<file path="config.mk">
export PLATFORM = sky130hd
export DESIGN_NAME = length_prefixed_frame_deframer_unit
export DESIGN_NICKNAME = d
export VERILOG_FILES = /design/src/rtl/core/lpfd_pkg.sv /design/src/rtl/core/lpfd_parser.sv /design/src/rtl/core/lpfd_out_reg.sv /design/src/rtl/core/length_prefixed_frame_deframer_unit.sv
export SDC_FILE = /design/constraint.sdc
export NUM_CORES = 1
export LEC_CHECK = 0
export ABC_AREA = 0
export BUFFER_PORTS_ARGS = -buffer_cell sky130_fd_sc_hd__buf_2
export CORE_MARGIN = 5
export CORE_UTILIZATION = 60
export DETAILED_ROUTE_END_ITERATION = 8
export GPL_TIMING_DRIVEN = 1
export PLACE_DENSITY_LB_ADDON = 0.08
export SLEW_MARGIN = 20
export SYNTH_ARGS = -nofsm -noshare
export SYNTH_HDL_FRONTEND = slang
export SYNTH_SLANG_ARGS = --single-unit
export TNS_END_PERCENT = 10
</file>
<file path="constraint.sdc">
create_clock -name clk_i -period 11.6 [get_ports clk_i]
set_clock_uncertainty 0.1 [all_clocks]
set_input_delay 1.74 -clock clk_i [delete_from_list [all_inputs] [get_ports clk_i]]
set_output_delay 1.74 -clock clk_i [all_outputs]
set_load 0.02 [all_outputs]
</file>
<file path="src/rtl/core/lpfd_pkg.sv">
// Shared types and constants of the length-prefixed frame deframer.
package lpfd_pkg;

  localparam int unsigned ByteW = 8;
  localparam int unsigned WordW = 2 * ByteW;

  typedef enum logic [2:0] {
    PH_COUNTS  = 3'd0,
    PH_HEADER  = 3'd1,
    PH_LENGTH  = 3'd2,
    PH_BODY    = 3'd3,
    PH_TERM    = 3'd4,
    PH_DONE    = 3'd5,
    PH_OVERRUN = 3'd6
  } phase_e;

  typedef enum logic [1:0] {
    KIND_HEADER_WORD = 2'd0,
    KIND_STRING_BYTE = 2'd1,
    KIND_STRING_END  = 2'd2,
    KIND_FRAME_END   = 2'd3
  } kind_e;

  typedef struct packed {
    kind_e              kind;
    logic [WordW-1:0]   value;
    logic [WordW-1:0]   item_index;
    logic [WordW-1:0]   header_total;
    logic [WordW-1:0]   string_total;
    logic               frame_end;
    logic               frame_error;
  } result_t;

endpackage

</file>
<file path="src/rtl/core/lpfd_parser.sv">
// Byte-wise frame parser: state registers and the per-byte next-state and result logic.
module lpfd_parser import lpfd_pkg::*; (
  input  logic             clk_i,
  input  logic             rst_ni,
  input  logic             adv_i,
  input  logic [ByteW-1:0] data_byte_i,
  input  logic             last_byte_i,
  output logic             produce_o,
  output result_t          result_o
);

  phase_e           phase_q, phase_d;
  logic [ByteW-1:0] high_latch_q, high_latch_d;
  logic [WordW-1:0] hdr_cnt_q, hdr_cnt_d;
  logic [WordW-1:0] str_cnt_q, str_cnt_d;
  logic [WordW-1:0] item_cnt_q, item_cnt_d;
  logic [WordW-1:0] cur_len_q, cur_len_d;
  logic [WordW-1:0] byte_cnt_q, byte_cnt_d;
  logic             complete_q, complete_d;

  logic [WordW-1:0] word;
  logic [WordW-1:0] item_inc;
  logic [WordW-1:0] byte_inc;
  logic             emit;
  kind_e            kind;
  logic [WordW-1:0] value;
  logic [WordW-1:0] index;

  assign word     = {high_latch_q, data_byte_i};
  assign item_inc = item_cnt_q + WordW'(1);
  assign byte_inc = byte_cnt_q + WordW'(1);

  always_comb begin
    phase_d      = phase_q;
    high_latch_d = high_latch_q;
    hdr_cnt_d    = hdr_cnt_q;
    str_cnt_d    = str_cnt_q;
    item_cnt_d   = item_cnt_q;
    cur_len_d    = cur_len_q;
    byte_cnt_d   = byte_cnt_q;
    complete_d   = complete_q;
    emit         = 1'b0;
    kind         = KIND_FRAME_END;
    value        = '0;
    index        = '0;

    case (phase_q)
      PH_COUNTS: begin
        if (byte_cnt_q == WordW'(0) || byte_cnt_q == WordW'(2)) begin
          high_latch_d = data_byte_i;
          byte_cnt_d   = byte_inc;
        end else if (byte_cnt_q == WordW'(1)) begin
          hdr_cnt_d  = word;
          byte_cnt_d = WordW'(2);
        end else begin
          str_cnt_d  = word;
          item_cnt_d = '0;
          byte_cnt_d = '0;
          if (hdr_cnt_q != '0) begin
            phase_d = PH_HEADER;
          end else if (word != '0) begin
            phase_d = PH_LENGTH;
          end else begin
            phase_d    = PH_DONE;
            complete_d = 1'b1;
          end
        end
      end
      PH_HEADER: begin
        if (byte_cnt_q == '0) begin
          high_latch_d = data_byte_i;
          byte_cnt_d   = WordW'(1);
        end else begin
          emit       = 1'b1;
          kind       = KIND_HEADER_WORD;
          value      = word;
          index      = item_cnt_q;
          byte_cnt_d = '0;
          item_cnt_d = item_inc;
          // Last header word: move on to the strings, or finish if there are none.
          if (item_inc == hdr_cnt_q) begin
            item_cnt_d = '0;
            if (str_cnt_q != '0) begin
              phase_d = PH_LENGTH;
            end else begin
              phase_d    = PH_DONE;
              complete_d = 1'b1;
            end
          end
        end
      end
      PH_LENGTH: begin
        if (byte_cnt_q == '0) begin
          high_latch_d = data_byte_i;
          byte_cnt_d   = WordW'(1);
        end else begin
          cur_len_d  = word;
          byte_cnt_d = '0;
          phase_d    = (word != '0) ? PH_BODY : PH_TERM;
        end
      end
      PH_BODY: begin
        emit       = 1'b1;
        kind       = KIND_STRING_BYTE;
        value      = {{ByteW{1'b0}}, data_byte_i};
        index      = item_cnt_q;
        byte_cnt_d = byte_inc;
        if (byte_inc == cur_len_q) begin
          phase_d = PH_TERM;
        end
      end
      PH_TERM: begin
        emit       = 1'b1;
        kind       = KIND_STRING_END;
        value      = cur_len_q;
        index      = item_cnt_q;
        byte_cnt_d = '0;
        item_cnt_d = item_inc;
        if (item_inc == str_cnt_q) begin
          phase_d    = PH_DONE;
          complete_d = 1'b1;
        end else begin
          phase_d = PH_LENGTH;
        end
      end
      default: begin
        phase_d = PH_OVERRUN;
      end
    endcase
  end

  assign produce_o = emit || last_byte_i;

  always_comb begin
    result_o.kind         = kind;
    result_o.value        = value;
    result_o.item_index   = index;
    result_o.header_total = hdr_cnt_d;
    result_o.string_total = str_cnt_d;
    result_o.frame_end    = last_byte_i;
    result_o.frame_error  = last_byte_i && !(phase_d == PH_DONE && complete_d);
  end

  // Return to the reset state after the frame's final byte.
  always_ff @(posedge clk_i or negedge rst_ni) begin
    if (!rst_ni) begin
      phase_q      <= PH_COUNTS;
      high_latch_q <= '0;
      hdr_cnt_q    <= '0;
      str_cnt_q    <= '0;
      item_cnt_q   <= '0;
      cur_len_q    <= '0;
      byte_cnt_q   <= '0;
      complete_q   <= 1'b0;
    end else if (adv_i) begin
      if (last_byte_i) begin
        phase_q      <= PH_COUNTS;
        high_latch_q <= '0;
        hdr_cnt_q    <= '0;
        str_cnt_q    <= '0;
        item_cnt_q   <= '0;
        cur_len_q    <= '0;
        byte_cnt_q   <= '0;
        complete_q   <= 1'b0;
      end else begin
        phase_q      <= phase_d;
        high_latch_q <= high_latch_d;
        hdr_cnt_q    <= hdr_cnt_d;
        str_cnt_q    <= str_cnt_d;
        item_cnt_q   <= item_cnt_d;
        cur_len_q    <= cur_len_d;
        byte_cnt_q   <= byte_cnt_d;
        complete_q   <= complete_d;
      end
    end
  end

endmodule

</file>
<file path="src/rtl/core/lpfd_out_reg.sv">
// Result register that holds one item until the downstream side takes it.
module lpfd_out_reg import lpfd_pkg::*; (
  input  logic    clk_i,
  input  logic    rst_ni,
  input  logic    load_i,
  input  result_t result_i,
  input  logic    out_stall_i,
  output logic    out_valid_o,
  output logic    busy_o,
  output result_t result_o
);

  logic    valid_q, valid_d;
  result_t data_q;

  // The slot is busy while a held item is still stalled.
  assign busy_o = valid_q && out_stall_i;

  always_comb begin
    valid_d = valid_q;
    if (load_i) begin
      valid_d = 1'b1;
    end else if (!out_stall_i) begin
      valid_d = 1'b0;
    end
  end

  always_ff @(posedge clk_i or negedge rst_ni) begin
    if (!rst_ni) begin
      valid_q <= 1'b0;
    end else begin
      valid_q <= valid_d;
    end
  end

  always_ff @(posedge clk_i) begin
    if (load_i) begin
      data_q <= result_i;
    end
  end

  assign out_valid_o = valid_q;
  assign result_o    = data_q;

endmodule

</file>
<file path="src/rtl/core/length_prefixed_frame_deframer_unit.sv">
// Top level of the length-prefixed frame deframer: input register, parser and result register.
//
// Takes one frame byte per cycle while the input is not stalled and emits header words, string
// bytes and string-end items, plus a frame-end report on the byte marked last. Throughput is
// one byte per cycle while nothing stalls; an accepted byte is held in the input register and
// goes through the parser into the result register. The rate is set by the parser's single
// byte-wise state update, which runs once per cycle between the input register and the result
// register. Bytes that produce no result pass through even while the result slot is stalled;
// a byte that produces a result waits in the input register until the result slot frees up.
module length_prefixed_frame_deframer_unit import lpfd_pkg::*; (
  input  logic             clk_i,
  input  logic             rst_ni,
  input  logic             in_valid_i,
  output logic             in_stall_o,
  input  logic [ByteW-1:0] data_byte_i,
  input  logic             last_byte_i,
  output logic             out_valid_o,
  input  logic             out_stall_i,
  output logic [1:0]       kind_o,
  output logic [WordW-1:0] value_o,
  output logic [WordW-1:0] item_index_o,
  output logic [WordW-1:0] header_total_o,
  output logic [WordW-1:0] string_total_o,
  output logic             frame_end_o,
  output logic             frame_error_o
);

  logic             s1_valid_q, s1_valid_d;
  logic [ByteW-1:0] s1_data_q;
  logic             s1_last_q;
  logic             s1_adv;
  logic             produce;
  logic             out_busy;
  result_t          parse_res;
  result_t          out_res;

  // Advance the held byte unless it needs the result slot and the slot is stalled.
  assign s1_adv     = s1_valid_q && !(produce && out_busy);
  assign in_stall_o = s1_valid_q && !s1_adv;

  always_comb begin
    s1_valid_d = s1_valid_q;
    if (!in_stall_o) begin
      s1_valid_d = in_valid_i;
    end
  end

  always_ff @(posedge clk_i or negedge rst_ni) begin
    if (!rst_ni) begin
      s1_valid_q <= 1'b0;
    end else begin
      s1_valid_q <= s1_valid_d;
    end
  end

  always_ff @(posedge clk_i) begin
    if (in_valid_i && !in_stall_o) begin
      s1_data_q <= data_byte_i;
      s1_last_q <= last_byte_i;
    end
  end

  lpfd_parser u_parser (
    .clk_i       (clk_i),
    .rst_ni      (rst_ni),
    .adv_i       (s1_adv),
    .data_byte_i (s1_data_q),
    .last_byte_i (s1_last_q),
    .produce_o   (produce),
    .result_o    (parse_res)
  );

  lpfd_out_reg u_out_reg (
    .clk_i       (clk_i),
    .rst_ni      (rst_ni),
    .load_i      (s1_adv && produce),
    .result_i    (parse_res),
    .out_stall_i (out_stall_i),
    .out_valid_o (out_valid_o),
    .busy_o      (out_busy),
    .result_o    (out_res)
  );

  assign kind_o         = out_res.kind;
  assign value_o        = out_res.value;
  assign item_index_o   = out_res.item_index;
  assign header_total_o = out_res.header_total;
  assign string_total_o = out_res.string_total;
  assign frame_end_o    = out_res.frame_end;
  assign frame_error_o  = out_res.frame_error;

  a_stall_only_when_held: assert property (@(posedge clk_i) disable iff (!rst_ni)
    in_stall_o |-> s1_valid_q)
    else $error("input stalled with no byte held");

  a_result_lands: assert property (@(posedge clk_i) disable iff (!rst_ni)
    (s1_adv && produce) |=> out_valid_o)
    else $error("produced item did not reach the result register");

  a_frame_end_kind: assert property (@(posedge clk_i) disable iff (!rst_ni)
    (out_valid_o && kind_o == KIND_FRAME_END) |-> frame_end_o)
    else $error("frame-end-only item without frame_end");

  a_error_on_end: assert property (@(posedge clk_i) disable iff (!rst_ni)
    (out_valid_o && frame_error_o) |-> frame_end_o)
    else $error("frame_error outside the final item");

endmodule

</file>
# Yosys cells after proc, flatten, opt, wreduce, memory -nomap -nowiden

Index checks and enable logic that the tools add are counted.

Logic and storage cells: 126
Output and inout port bits: 70
Input port bits: 13
Bits in registers: 171

Eq/ne operators: 17
Multiplexer cells: 59
Reductions and logical operators: 29
Add/sub/neg operators: 2

Operators with widths:

| kind                                                 | count |
|---|---|
| 2-to-1 mux 16 bit                                    | 20 |
| case mux 16 bit (3 select lines)                     | 2 |
| case mux 16 bit (4 select lines)                     | 1 |
| equality test 16 bit                                 | 3 |
| nonzero test 16 bit                                  | 3 |
| 2-to-1 mux 3 bit                                     | 12 |
| adder 16 x 1 -> 16 bit, second input constant        | 2 |
| case mux 16 bit (2 select lines)                     | 1 |
| 2-to-1 mux 8 bit                                     | 3 |
| equality test 16 x 1 -> 1 bit, second input constant | 1 |
| equality test 16 x 2 -> 1 bit, second input constant | 1 |
| zero test 16 bit                                     | 1 |
| case mux 8 bit (2 select lines)                      | 1 |
| case mux 3 bit (5 select lines)                      | 1 |
| 2-to-1 mux 1 bit                                     | 13 |
| inequality test 3 bit, second input constant         | 3 |
| logical AND 1 bit                                    | 8 |
| equality test 3 x 2 -> 1 bit, second input constant  | 2 |
| equality test 3 bit, second input constant           | 2 |
| case mux 2 bit (3 select lines)                      | 1 |
| AND reduction 5 bit                                  | 1 |
| nonzero test 5 bit                                   | 1 |
| zero test 1 bit                                      | 4 |
| 2-to-1 mux 2 bit                                     | 2 |
| other kinds (16)                                     | 18 |

# Depth between registers and ports, before layout

Gate-level depths: netlist of the first run.

Depth after elaboration: 11
Gate-level depth with buffers: 12
Depth with buffers taken out: 9

# By module

Synthesis of the first run repeated with hierarchy kept, for this count alone.

Cell total of the unflattened synthesis: 859
Area total of the unflattened synthesis: 9130.0 um2

By module, submodules not included:

| module                              | area each (um2) | cells each | seq. area each (um2) | instances |
|---|---|---|---|---|
| lpfd_parser                         | 6712.7          | 771        | 2277.2               | 1 |
| lpfd_out_reg                        | 2080.7          | 71         | 2067.0               | 1 |
| length_prefixed_frame_deframer_unit | 336.6           | 17         | 295.3                | 1 |

# Worst setup path after synthesis of the first run

OpenSTA, ideal clock, no wires.

Path type: input -> register
Start point: input port out_stall_i
End point: register u_out_reg.data_q, in the netlist u_out_reg.result_o[0] (enable)
Stages: 4
Slack: 5.894 ns
Data arrival time: 5.110 ns
Path buffers: 1
Library setup time: 0.496 ns
Data required time: 11.004 ns
Cell sequence: o311ai_1 nand2_1 clkbuf_1 nor2_1

Word-level cells in the longest chain between the ends: 5

RTL lines:

| element              | RTL line                                  | source |
|---|---|---|
| from (decl)          | length_prefixed_frame_deframer_unit.sv:18 | `input logic out_stall_i,` |
| logical AND 1 bit    | lpfd_out_reg.sv:17                        | `assign busy_o = valid_q && out_stall_i;` |
| logical AND 1 bit    | length_prefixed_frame_deframer_unit.sv:38 | `assign s1_adv = s1_valid_q && !(produce && out_busy);` |
| zero test 1 bit      | length_prefixed_frame_deframer_unit.sv:38 |  |
| logical AND 1 bit    | length_prefixed_frame_deframer_unit.sv:38 |  |
| logical AND 1 bit    | length_prefixed_frame_deframer_unit.sv:76 | `.load_i (s1_adv && produce),` |
| net u_out_reg.load_i | lpfd_out_reg.sv:5                         | `input logic load_i,` |
| to (signal assigned) | lpfd_out_reg.sv:38                        | `data_q <= result_i;` |
| to (decl)            | lpfd_out_reg.sv:14                        | `result_t data_q;` |

The timed path passes the listed nets, and every way through them passes these cells.
A chain may end at the register's enable or synchronous reset.

# Worst setup path in the final report of the first run

Start point: register u_parser.phase_q[0]
End point: output port in_stall_o

Word-level cells in the longest chain between the ends: 9
Elaborated cells on any way between the ends: 11

RTL lines:

| element                                                             | RTL line                                  | source |
|---|---|---|
| from (decl)                                                         | lpfd_parser.sv:12                         | `phase_e phase_q, phase_d;` |
| from (signal assigned)                                              | lpfd_parser.sv:166                        | `phase_q <= phase_d;` |
| equality test 3 x 2 -> 1 bit or equality test 3 bit (tied branches) | lpfd_parser.sv:47                         | `case (phase_q)` |
| OR reduction 2 bit (no source line)                                 | --                                        |  |
| case mux 1 bit (2 select lines) *                                   | lpfd_parser.sv:47                         |  |
| logical OR 1 bit *                                                  | lpfd_parser.sv:132                        | `assign produce_o = emit \|\| last_byte_i;` |
| logical AND 1 bit *                                                 | length_prefixed_frame_deframer_unit.sv:38 |  |
| zero test 1 bit *                                                   | length_prefixed_frame_deframer_unit.sv:38 |  |
| logical AND 1 bit *                                                 | length_prefixed_frame_deframer_unit.sv:38 |  |
| zero test 1 bit *                                                   | length_prefixed_frame_deframer_unit.sv:39 | `assign in_stall_o = s1_valid_q && !s1_adv;` |
| logical AND 1 bit *                                                 | length_prefixed_frame_deframer_unit.sv:39 |  |
| to (decl)                                                           | length_prefixed_frame_deframer_unit.sv:14 | `output logic in_stall_o,` |

Mark *: on every way between the ends. The rest lies on a longest branch, timed or not.

==> results of run 1 <==
kinds of logic (layout without fill, tap and decap cells):
family          Yosys count  in the layout  synth area share, %
compound gates          233            233                 17.6
simple gates            305            305                 17.6
xor+xnor                 68             68                 6.56
flops                   170            170                 49.2
mux                      34             34                 3.96
fa+ha+maj                 5              5                0.664
buf+inv                  98            146                 4.34
cell type report:
type | count | share of cell area, %
repair buffers | 91 | 4.58
inverters | 23 | 0.823
multi-input cells | 645 | 42.0
clock buffers | 17 | 4.06
flip-flops and latches | 170 | 44.2
clock inverters | 15 | 1.77
well taps | 211 | 2.52
flip-flops by register name, indices dropped and copies added (netlist names):
register               count
u_out_reg.result_o        68
u_parser.byte_cnt_q       16
u_parser.cur_len_q        16
u_parser.hdr_cnt_q        16
u_parser.item_cnt_q       16
u_parser.str_cnt_q        16
s1_data_q                  8
u_parser.high_latch_q      8
u_parser.phase_q           3
s1_last_q                  1
s1_valid_q                 1
u_out_reg.out_valid_o      1
layout by cell type, fill, tap and decap left out, types with 10 or more instances in the layout:
master     instances
dfrtp_1           93
nand2_1           89
buf_2             81
edfxtp_1          77
o21ai_0           59
xnor2_1           44
nor2_1            34
and2_1            31
o31ai_1           30
nor3_1            28
inv_1             22
xor2_1            22
mux2_2            22
nor4_1            21
nand4_1           20
a22o_1            19
a21oi_1           17
a31o_2            17
clkbuf_16         17
a2111oi_0         16
o21ai_1           16
nand3_1           12
nor2b_1           10
buf_4             10
per-stage QoR:
stage | hold slack, ps | area (um^2) | util, %
2_1_floorplan | 380 | 9420 | -
3_3_place_gp | 411 | 9850 | 64.3
3_5_place_dp | 440 | 9850 | 64.3
4_1_cts | 457 | 10500 | 68.3
5_1_grt | 494 | 10500 | 68.5
6_report | 461 | 10500 | 68.5
Yosys cell counts, types with 5 or more instances:
cell and count:
o21ai_0 59, nand3_1 12, o31ai_1 30, ha_1 5, clkbuf_1 53, a22o_1 19
nand2b_1 8, o41ai_1 5, a21oi_1 17, and3_1 7, a21o_1 5, xor2_1 22
nand2_1 89, nand4_1 20, edfxtp_1 77, and4_1 7, o2111ai_1 5, nor3_1 29
and2_0 5, a31o_2 17, inv_1 22, mux2_2 22, nor2_1 35, dfrtp_1 93
and2_1 31, o21ai_1 17, nor4_1 21, buf_2 18, mux2i_1 8, a2111oi_0 16
a31oi_1 5, nor2b_1 10, xnor2_1 44
worst reg2reg max path: cells and delay by family, from the launching register on:
family | cells | cell delay (ps)
flip-flops | 1 | 490
AO/OA/AOI/OAI | 4 | 1380
AND/OR/NAND/NOR | 4 | 2160
buffers and inverters | 1 | 250
per-layer routing:
metal | up-vias | global-route usage (%) | share of wire [%]
li1 | 3467 | - | -
met1 | 3830 | 43.2 | 42
met2 | 398 | 45.0 | 45
met3 | 57 | 6.58 | 9.2
met4 | 0 | 11.4 | 2.8
met5 | - | 0 | 0
worst paths after layout:
path	endpoint	start	cells past startpoint	slack, ps
max in group asynchronous	u_parser.str_cnt_q[6]$_DFFE_PN0P_	rst_ni	2	9050
worst min register to register	u_out_reg.out_valid_o$_DFFE_PN0P_	u_out_reg.out_valid_o$_DFFE_PN0P_	1	460
worst max register to register	u_parser.byte_cnt_q[7]$_DFFE_PN0P_	u_parser.byte_cnt_q[13]$_DFFE_PN0P_	9	7100
worst max-delay path	in_stall_o	u_parser.phase_q[0]$_DFFE_PN0P_	6	6410
min in group asynchronous	u_parser.byte_cnt_q[5]$_DFFE_PN0P_	rst_ni	1	1090
worst min-delay path	u_out_reg.out_valid_o$_DFFE_PN0P_	u_out_reg.out_valid_o$_DFFE_PN0P_	1	460
power breakdown:
group	leakage, nW	switching (mW)	internal (mW)	total, mW
Clock	0.293	0.285	0.294	0.579
Combinational	1.94	0.400	0.221	0.621
Sequential	2.02	0.115	0.738	0.853
Total	4.25	0.800	1.25	2.05
==> qor.txt, run 1 <==
Seq/Total Area, Yosys -> 49.2%
pre-CTS setup slack -> 6620 ps
clk_lat worst skew -> 440 ps
Final Power -> 2.05 mW
vias in the first global route -> 7408
final WL -> 27200 um
Layout Nets -> 966
crit path launch type -> flop
crit path cell chain -> nand2_1 > a31oi_2 > or2_2 > o2111ai_1 > inv_1 > buf_2
Resized Gates After CTS -> 0
DR WL/cell -> 23.2 um
Gate Count Post-Synth -> 913
Yosys warning total -> 0
grt total ovfl -> 0
1st-pass router iterations -> 6
type of the most critical hold path -> reg -> reg
buffer and inverter count on the worst path -> 2
Post-Syn Area per Cell -> 10.3 um^2
final worst path period need -> 5190 ps
setup TNS -> 0 ps
syn_nets -> 931
crit-path max FO -> 18
Arrival @ worst endpoint -> 3350 ps
RSZ-0062 raised after global routing -> false
first-pass GRT wire length -> 42300 um
slowest CP cell -> a31oi_2
Worst-Margin Slew -> 1070 ps
Post-Syn Area -> 9420 um^2
antenna violations before repair -> 0
Layout Cells excl Fill -> 1172
Setup Fix Bufs, Post-CTS -> 0
Max Cap Viol -> 0
pwr dens -> 196 nW/um^2
top cell type's share of synthesized area -> 24.7%
root buffer cell -> clkbuf_16
post-synthesis cell type count -> 82
clock sinks -> 170
Die W -> 135 um
clock-pin slew of the registers on the worst-case setup and hold paths -> 80 ps
final worst path period share -> 44.8%
worst vdd ir -> 166 uV
CP Capture Type -> output port
P&R area growth vs syn -> 11.3%
CP max stage delay -> 800 ps
Async SR Flop Fraction -> 54.7%
largest net degree at the start of global routing -> 72
core area -> 15300 um^2
vias per cell -> 6.61
Final GP Congestion -> 0.952
FP Rows -> 45
post-placement cell count -> 1139
Final ANT Viol Nets -> 0
final setup margin -> 6410 ps
Final Hold Viols -> 0
normalized max-slew margin -> 28.7%
Max Fclk -> 0.193 GHz
effective utilization at floorplan -> 61.5%
layout cell share with drive strength beyond 1 -> 19.7%
Post-synth EDFFs -> 77
I/O Pins -> 83
Crit Path Class -> reg -> out
main area contributors after synthesis -> dfrtp_1 (25%), edfxtp_1 (25%), xnor2_1 (4.1%)
area of the multi-input gates -> 4410 um^2
post-detail-place hpwl -> 18900 um
CP delay by family, top -> compound AO/OA/AOI/OAI gates
diodes inserted -> 0
Post-CTS Hold Buffers -> 0
Max H-tree Level -> 4
DRC -> 0
CP Data Required Time -> 9760 ps
port bufs -> 82
fin. max-slew vios -> 0
Synth Register Bits -> 170
die area -> 18300 um^2
clock buffer depth -> 2
status -> finished, final reports clean
post-synth top area cell -> dfrtp_1
Layout fillers -> 1159
Via Count -> 7752
GRT Overall Usage -> 30.1%
setup violators final -> 0
P_leak -> 4.25 nW
Storage cell area -> 4640 um^2
Top FF cell, synth -> dfrtp_1
Vert. Die Dim -> 135 um
DR iter-0 viols -> 1027
Inserted Clock Buffers -> 17
CTS tree -> yes
(Power assumes the default switching activity.)
==> inputs of run 2 (changes only) <==
--- a/config.mk
+++ b/config.mk
@@ -8,7 +8,7 @@
 export ABC_AREA = 0
 export BUFFER_PORTS_ARGS = -buffer_cell sky130_fd_sc_hd__buf_2
 export CORE_MARGIN = 5
-export CORE_UTILIZATION = 60
+export CORE_UTILIZATION = 54
 export DETAILED_ROUTE_END_ITERATION = 8
 export GPL_TIMING_DRIVEN = 1
 export PLACE_DENSITY_LB_ADDON = 0.08
==> constraint.sdc (replaced) <==
create_clock -name clk_i -period 4.35 [get_ports clk_i]
set_clock_uncertainty 0.1 [all_clocks]
set_input_delay 0.6525 -clock clk_i [delete_from_list [all_inputs] [get_ports clk_i]]
set_output_delay 0.6525 -clock clk_i [all_outputs]
set_load 0.02 [all_outputs]
==> run 2 against run 1 <==
Against the previous run:
- die area up 10%
- clock power rose to 2.7 times the previous value
- routed wire length is 1.2% higher
- count of clock-buffer cells in the layout stayed put
- via count shrank 0.75%
- global-route usage fell by 2.3 points
- hold slack lost 410 ps
- register-to-register slack got worse by 6600 ps
- critical path type is now reg -> reg
- critical path depth up 3
- setup slack worse by 5900 ps
- cell count increased by 2.5%
- non-clock buffer count up 15
==> qor.txt, run 2 (synthesis results as in run 1) <==
CP delay by family, top -> simple AND/OR/NAND/NOR gates
DRC -> 0 (unchanged)
most common cell after layout, fill and taps aside -> dfrtp_1
status -> finished, final reports clean
final worst path period need -> 3830 ps
pwr dens -> 520 nW/um^2 (+170%)
root buffer cell -> clkbuf_16
first-pass GRT wire length -> 43000 um (+1.7%)
buffer and inverter count on the worst path -> 1 (-1)
antenna violations before repair -> 0 (unchanged)
CP max stage delay -> 690 ps (-110 ps)
Crit Path Class -> reg -> reg
setup TNS -> 0 ps (unchanged)
RSZ-0062 raised after global routing -> false
crit-path max FO -> 19 (+1)
hold_ws -> 48.2 ps (-413 ps)
post-detail-place hpwl -> 19700 um (+4.2%)
FP Rows -> 48 (+6.7%)
CP Capture Type -> flop
diodes inserted -> 0 (unchanged)
DR iter-0 viols -> 705 (-31%)
type of the most critical hold path -> in -> async
clock buffer depth -> 2 (unchanged)
CP startpoint -> u_parser.item_cnt_q[4]$_DFFE_PN0P_
Crit path top cell by count -> o31ai_1
slowest CP cell -> or4_4
Via Count -> 7694 (-0.75%)
normalized max-slew margin -> 50.8% (+22 points)
CP Data Required Time -> 4560 ps (-5200 ps)
crit path cell chain -> nand4_4 > or4_4 > xnor2_1 > nand4_1 > a2111oi_4 > buf_4 > a2111oi_0 > o31ai_1 > o31ai_1
clk_lat worst skew -> 450 ps (about the same)
setup violators final -> 0 (unchanged)
Max H-tree Level -> 4 (unchanged)
CTS tree -> yes
crit path launch type -> flop
WP depth -> 9 (+3)
R2R Setup Slk -> 520 ps (-6580 ps)
fin. max-slew vios -> 0 (unchanged)
Final ANT Viol Nets -> 0 (unchanged)
power share of the sequential group -> 41.1% (-0.4 points)
effective utilization at floorplan -> 54.7% (-6.9 points)
worst vdd ir -> 318 uV (+92%)
Inserted Clock Buffers -> 17 (unchanged)
Reg-to-Reg Start -> u_parser.item_cnt_q[4]$_DFFE_PN0P_
Die W -> 142 um (+5.0%)
Setup Fix Bufs, Post-CTS -> 0 (unchanged)
core area -> 17200 um^2 (+13%)
P&R area growth vs syn -> 12.8%
vias in the first global route -> 7325 (-1.1%)
Worst-Margin Slew -> 728 ps (-342 ps)
Layout fillers -> 1391 (+20%)
clock-pin slew of the registers on the worst-case setup and hold paths -> 80 ps (about the same)
final WL -> 27500 um (+1.2%)
max reg flops -> 68 (unchanged)
I/O Pins -> 83 (unchanged)
reg2reg end -> u_parser.item_cnt_q[3]$_DFFE_PN0P_
net switching fraction of the power -> 38.9% (-0.057 points)
Clock power frac -> 28.7% (+0.5 points)
layout cell share with drive strength beyond 1 -> 20.7% (+1.0 points)
Final Power -> 5.52 mW (+170%)
DR WL/cell -> 22.9 um (-1.2%)
combinational share of power -> 30.3% (about the same)
Vert. Die Dim -> 142 um (+5.0%)
Layout Nets -> 981 (+1.6%)
1st-pass router iterations -> 6 (unchanged)
most frequent cells in the layout -> dfrtp_1 (93), nand2_1 (89), buf_2 (81), edfxtp_1 (77), o21ai_0 (59)
clock sinks -> 170 (unchanged)
Internal -> 3.37 mW (+170%)
Final Hold Viols -> 0 (unchanged)
P_leak -> 4.32 nW (+1.7%)
Psw -> 2.15 mW (+170%)
largest net degree at the start of global routing -> 45 (-38%)
die area -> 20200 um^2 (+10%)
Max Cap Viol -> 0 (unchanged)
Max Fclk -> 0.261 GHz
fin util -> 61.7% (-6.8 points)
Post-CTS Hold Buffers -> 0 (unchanged)
final worst path period share -> 88.0%
Resized Gates After CTS -> 0 (unchanged)
port bufs -> 82 (unchanged)
r2r worst-path depth -> 9 (unchanged)
Arrival @ worst endpoint -> 4040 ps (+690 ps)
grt total ovfl -> 0 (unchanged)
vias per cell -> 6.41 (-3.1%)
GRT Overall Usage -> 27.8% (-2.3 points)
Final GP Congestion -> 0.932 (-2.2%)
## run 2: how the worst max path moves through the flow
stage,endpoint,slack [ps]
2_1_floorplan,u_out_reg.result_o[0]$_DFFE_PP_,110
3_3_place_gp,u_parser.item_cnt_q[8]$_DFFE_PN0P_,680
3_5_place_dp,u_parser.item_cnt_q[8]$_DFFE_PN0P_,620
4_1_cts,u_parser.item_cnt_q[8]$_DFFE_PN0P_,640
5_1_grt,u_parser.item_cnt_q[8]$_DFFE_PN0P_,370
6_report,u_parser.item_cnt_q[3]$_DFFE_PN0P_,520
## run 2: worst reg2reg max path: stages (launching register included)
cell	delay, ps
dfrtp_1	610
nand4_4	390
or4_4	700
xnor2_1	380
nand4_1	210
a2111oi_4	480
buf_4	260
a2111oi_0	130
o31ai_1	310
o31ai_1	130
## run 2: metal layers
metal	share of wire (%)	vias to the layer above	routed length (um)	GRT usage, %
met5	0	-	0	0
met4	2.7	0	731	8.99
met3	9.1	41	2490	6.28
met2	44	403	12100	41.1
met1	44	3761	12200	40.8
li1	-	3489	-	-
## run 2: power groups by stage
stage                     Clock, mW  Sequential [mW]  Combinational, mW
after global placement            0             2.28               1.62
after floorplan                   0             2.28               1.09
after detailed placement          0             2.29               1.64
final                          1.58             2.27               1.67
after global routing           1.67             2.29               1.82
after CTS                      1.60             2.26               1.66
## run 2: cell type report
class | count | area, um^2 | area share, %
well taps | 225 | 282 | 2.65
clock inverters | 15 | 211 | 1.99
flip-flops and latches | 170 | 4640 | 43.6
repair buffers | 106 | 593 | 5.58
clock buffers | 17 | 425 | 4.00
multi-input cells | 645 | 4400 | 41.3
inverters | 23 | 86.3 | 0.812
## run 2: metrics by stage
| stage | cells | cell area (um^2) | worst slack (ps) |
|---|---|---|---|
| after detailed placement | 1169 | 9990 | 621 |
| final | 1201 | 10600 | 520 |
| after floorplan | 913 | 9430 | 111 |
| after global routing | 1201 | 10600 | 372 |
| after global placement | 1169 | 9990 | 682 |
| after CTS | 1201 | 10600 | 641 |
==> inputs of run 3 (changes only) <==
--- a/config.mk
+++ b/config.mk
@@ -5,7 +5,7 @@
 export SDC_FILE = /design/constraint.sdc
 export NUM_CORES = 1
 export LEC_CHECK = 0
-export ABC_AREA = 0
+export ABC_AREA = 1
 export BUFFER_PORTS_ARGS = -buffer_cell sky130_fd_sc_hd__buf_2
 export CORE_MARGIN = 5
 export CORE_UTILIZATION = 54
==> run 3 against run 2 <==
Against the previous run:
- die area decreased by 1.8%
- routed wire length decreased by 6.5%
- cell count increased by 24%
- via count increased by 8.6%
- flip-flop and latch count unchanged
- first-iteration DRC count increased by 25%
- global-route usage decreased by 1.3 points
- core utilization increased by 1.0 points
- hold slack improved by 210 ps
- synthesized cell count increased by 29%
- total power increased by 12%
- maximum frequency increased by 4.0%
- critical path type unchanged
- critical endpoint is now u_parser.byte_cnt_q[4]$_DFFE_PN0P_
- largest power group is now combinational cells
==> qor.txt, run 3 <==
status -> finished, final reports clean
DRC -> 0 (unchanged)
final setup margin -> 666 ps (+146 ps)
top cell type's share of synthesized area -> 25.2% (+0.50 points)
CTS tree -> yes
Layout Cells excl Fill -> 1490 (+24%)
Inserted Clock Buffers -> 17 (unchanged)
final worst path period need -> 3680 ps (-146 ps)
antenna violations before repair -> 0 (unchanged)
1st-pass router iterations -> 5 (-1)
vias per cell -> 5.61 (-12%)
core area -> 16700 um^2 (-3.1%)
pwr dens -> 592 nW/um^2 (+14%)
Post-synth EDFFs -> 77 (unchanged)
root buffer cell -> clkbuf_16
Vert. Die Dim -> 141 um (-0.93%)
crit path launch type -> flop
Max Fclk -> 0.271 GHz (+4.0%)
clock buffer depth -> 2 (unchanged)
compound-gate portion of the synthesized area -> 10.6% (-7.0 points)
I/O Pins -> 83 (unchanged)
DR iter-0 viols -> 879 (+25%)
Worst-Margin Slew -> 996 ps (+268 ps)
worst vdd ir -> 365 uV (+15%)
Synth Register Bits -> 170 (unchanged)
final WL -> 25700 um (-6.5%)
Synth top cells by count -> nand2_1 (311), inv_1 (169), nand3_1 (137), nor2_1 (118), dfrtp_1 (93)
largest net degree at the start of global routing -> 73 (+62%)
Via Count -> 8359 (+8.6%)
CP Capture Type -> flop
port bufs -> 82 (unchanged)
clk_lat worst skew -> 440 ps (about the same)
post-placement cell count -> 1458 (+25%)
Resized Gates After CTS -> 0 (unchanged)
largest family of logic cells by synthesized area -> simple AND/OR/NAND/NOR gates
Adder-Cell Fraction of Synth Area -> 0.677% (+0.013 points)
grt total ovfl -> 0 (unchanged)
most common cell after layout, fill and taps aside -> nand2_1
syn_nets -> 1193 (+28%)
Gate Count Post-Synth -> 1175 (+29%)
post-detail-place hpwl -> 19400 um (-1.4%)
mux contribution to synthesized area -> 0% (-4.0 points)
Final Hold Viols -> 0 (unchanged)
Setup Fix Bufs, Post-CTS -> 0 (unchanged)
Async SR Flop Fraction -> 54.7% (unchanged)
Post-Syn Area -> 9240 um^2 (-2.0%)
Yosys warning total -> 0 (unchanged)
setup violators final -> 0 (unchanged)
clock sinks -> 170 (unchanged)
Max Cap Viol -> 0 (unchanged)
Final GP Congestion -> 0.940 (+0.88%)
leading cell type by number of instances after synthesis -> nand2_1
first-pass GRT wire length -> 41700 um (-3.2%)
fin. max-slew vios -> 0 (unchanged)
effective utilization at floorplan -> 55.3% (+0.63 points)
final worst path period share -> 84.7% (-3.4 points)
Layout Nets -> 1275 (+30%)
Synth Area in Simple Gates -> 29.7% (+12 points)
FP Rows -> 47 (-2.1%)
Max H-tree Level -> 4 (unchanged)
CP Data Required Time -> 4600 ps (+40 ps)
clock-pin slew of the registers on the worst-case setup and hold paths -> 70 ps (about the same)
diodes inserted -> 0 (unchanged)
Crit Path Class -> reg -> reg
post-synthesis cell type count -> 38 (-54%)
GRT Overall Usage -> 26.5% (-1.3 points)
Seq/Total Area, Yosys -> 50.2% (+1.0 points)
Die W -> 141 um (-0.93%)
crit-path max FO -> 32 (+13)
normalized max-slew margin -> 33.3% (-17 points)
Final ANT Viol Nets -> 0 (unchanged)
most frequent cells in the layout -> nand2_1 (311), inv_1 (168), nand3_1 (137), nor2_1 (118), dfrtp_1 (93)
max reg flops -> 68 (unchanged)
vias in the first global route -> 8047 (+9.9%)
P_leak -> 5.18 nW (+20%)
RSZ-0062 raised after global routing -> false
layout cell share with drive strength beyond 1 -> 12.5% (-8.2 points)
post-synth top area cell -> dfrtp_1
r2r worst-path depth -> 13 (+4)
Top FF cell, synth -> dfrtp_1
setup TNS -> 0 ps (unchanged)
die area -> 19800 um^2 (-1.8%)
DR WL/cell -> 17.3 um (-25%)
P&R area growth vs syn -> 13.4%
Post-Syn Area per Cell -> 7.86 um^2 (-24%)
pre-CTS setup slack -> 784 ps (+163 ps)
Arrival @ worst endpoint -> 3930 ps (-110 ps)
main area contributors after synthesis -> dfrtp_1 (25%), edfxtp_1 (25%), nand2_1 (13%)
Post-CTS Hold Buffers -> 0 (unchanged)
type of the most critical hold path -> in -> async
post-synthesis xor/xnor area fraction -> 0.474% (-6.1 points)
==> run 3: cell count changes after synthesis, moves of 22 or more <==
cell / before / now
nor2_1: 35 / 118
nor3_1: 29 / 1
and2_1: 31 / 0
o22ai_1: 3 / 49
nand2_1: 89 / 311
clkbuf_1: 53 / 24
mux2_2: 22 / 0
inv_1: 22 / 169
xnor2_1: 44 / 2
nand3_1: 12 / 137
o31ai_1: 30 / 0
==> run 3: report_power, final <==
group | internal [mW] | leakage (nW) | switching, mW
Sequential | 2.10 | 1.99 | 0.192
Combinational | 0.700 | 2.91 | 1.66
Clock | 0.873 | 0.284 | 0.680
==> run 3: final timing paths <==
kind,from,to,slack (ps)
min,rst_ni,u_parser.hdr_cnt_q[2]$_DFFE_PN0P_,260
max,u_parser.byte_cnt_q[0]$_DFFE_PN0P_,u_parser.byte_cnt_q[4]$_DFFE_PN0P_,670
min in group clk_i,data_byte_i[3],s1_data_q[3]$_DFFE_PP_,280
max reg2reg,u_parser.byte_cnt_q[0]$_DFFE_PN0P_,u_parser.byte_cnt_q[4]$_DFFE_PN0P_,670
max in group asynchronous,rst_ni,u_parser.hdr_cnt_q[9]$_DFFE_PN0P_,3020
min reg2reg,u_parser.item_cnt_q[4]$_DFFE_PN0P_,u_parser.item_cnt_q[4]$_DFFE_PN0P_,460
==> run 3: critical path, stage by stage, from the launching register on <==
cell and delay [ps]:
dfrtp_1 450, inv_1 200, ha_1 250, nand3_2 110, nand2_2 200, nand2_2 120, o21ai_2 170, nand2_2 100
inv_1 390, buf_4 380, o21ai_0 170, inv_1 640, nand4_1 170, o21ai_0 120
==> run 3: cells by family (layout without fill, tap and decap cells) <==
kind of cell,count (synthesis),in the layout
DFF,170,170
adders and majority gates,5,5
xor gates and xnor gates,5,5
AOI/OAI and AO/OA,165,165
and+or+nand+nor,627,627
buffers and inverters,203,298
==> run 3: layout make-up <==
type	instances	area, um^2
clock buffer	18	439
clock inverter	14	159
fill	1515	6220
inverter	176	663
multi-input combinational	802	3830
sequential	170	4640
tap	220	275
timing repair buffer	90	473
==> run 3: stage by stage <==
step	util (%)	area, um^2	total power, mW	hold slack, ps
floorplan	-	9240	3.94	257
global placement	59.2	9880	4.62	442
detailed placement	59.2	9880	4.65	445
CTS	62.7	10500	6.21	274
global route	62.7	10500	6.61	275
finish	62.7	10500	6.20	260
==> run 3: metal layers <==
| metal | track usage (%) | vias to the layer above | share of wire (%) |
|---|---|---|---|
| met3 | 4.06 | 51 | 5.2 |
| met5 | 0 | - | 0 |
| met1 | 33.6 | 3915 | 42 |
| met4 | 10.5 | 0 | 3.1 |
| li1 | - | 4098 | - |
| met2 | 45.6 | 295 | 50 |
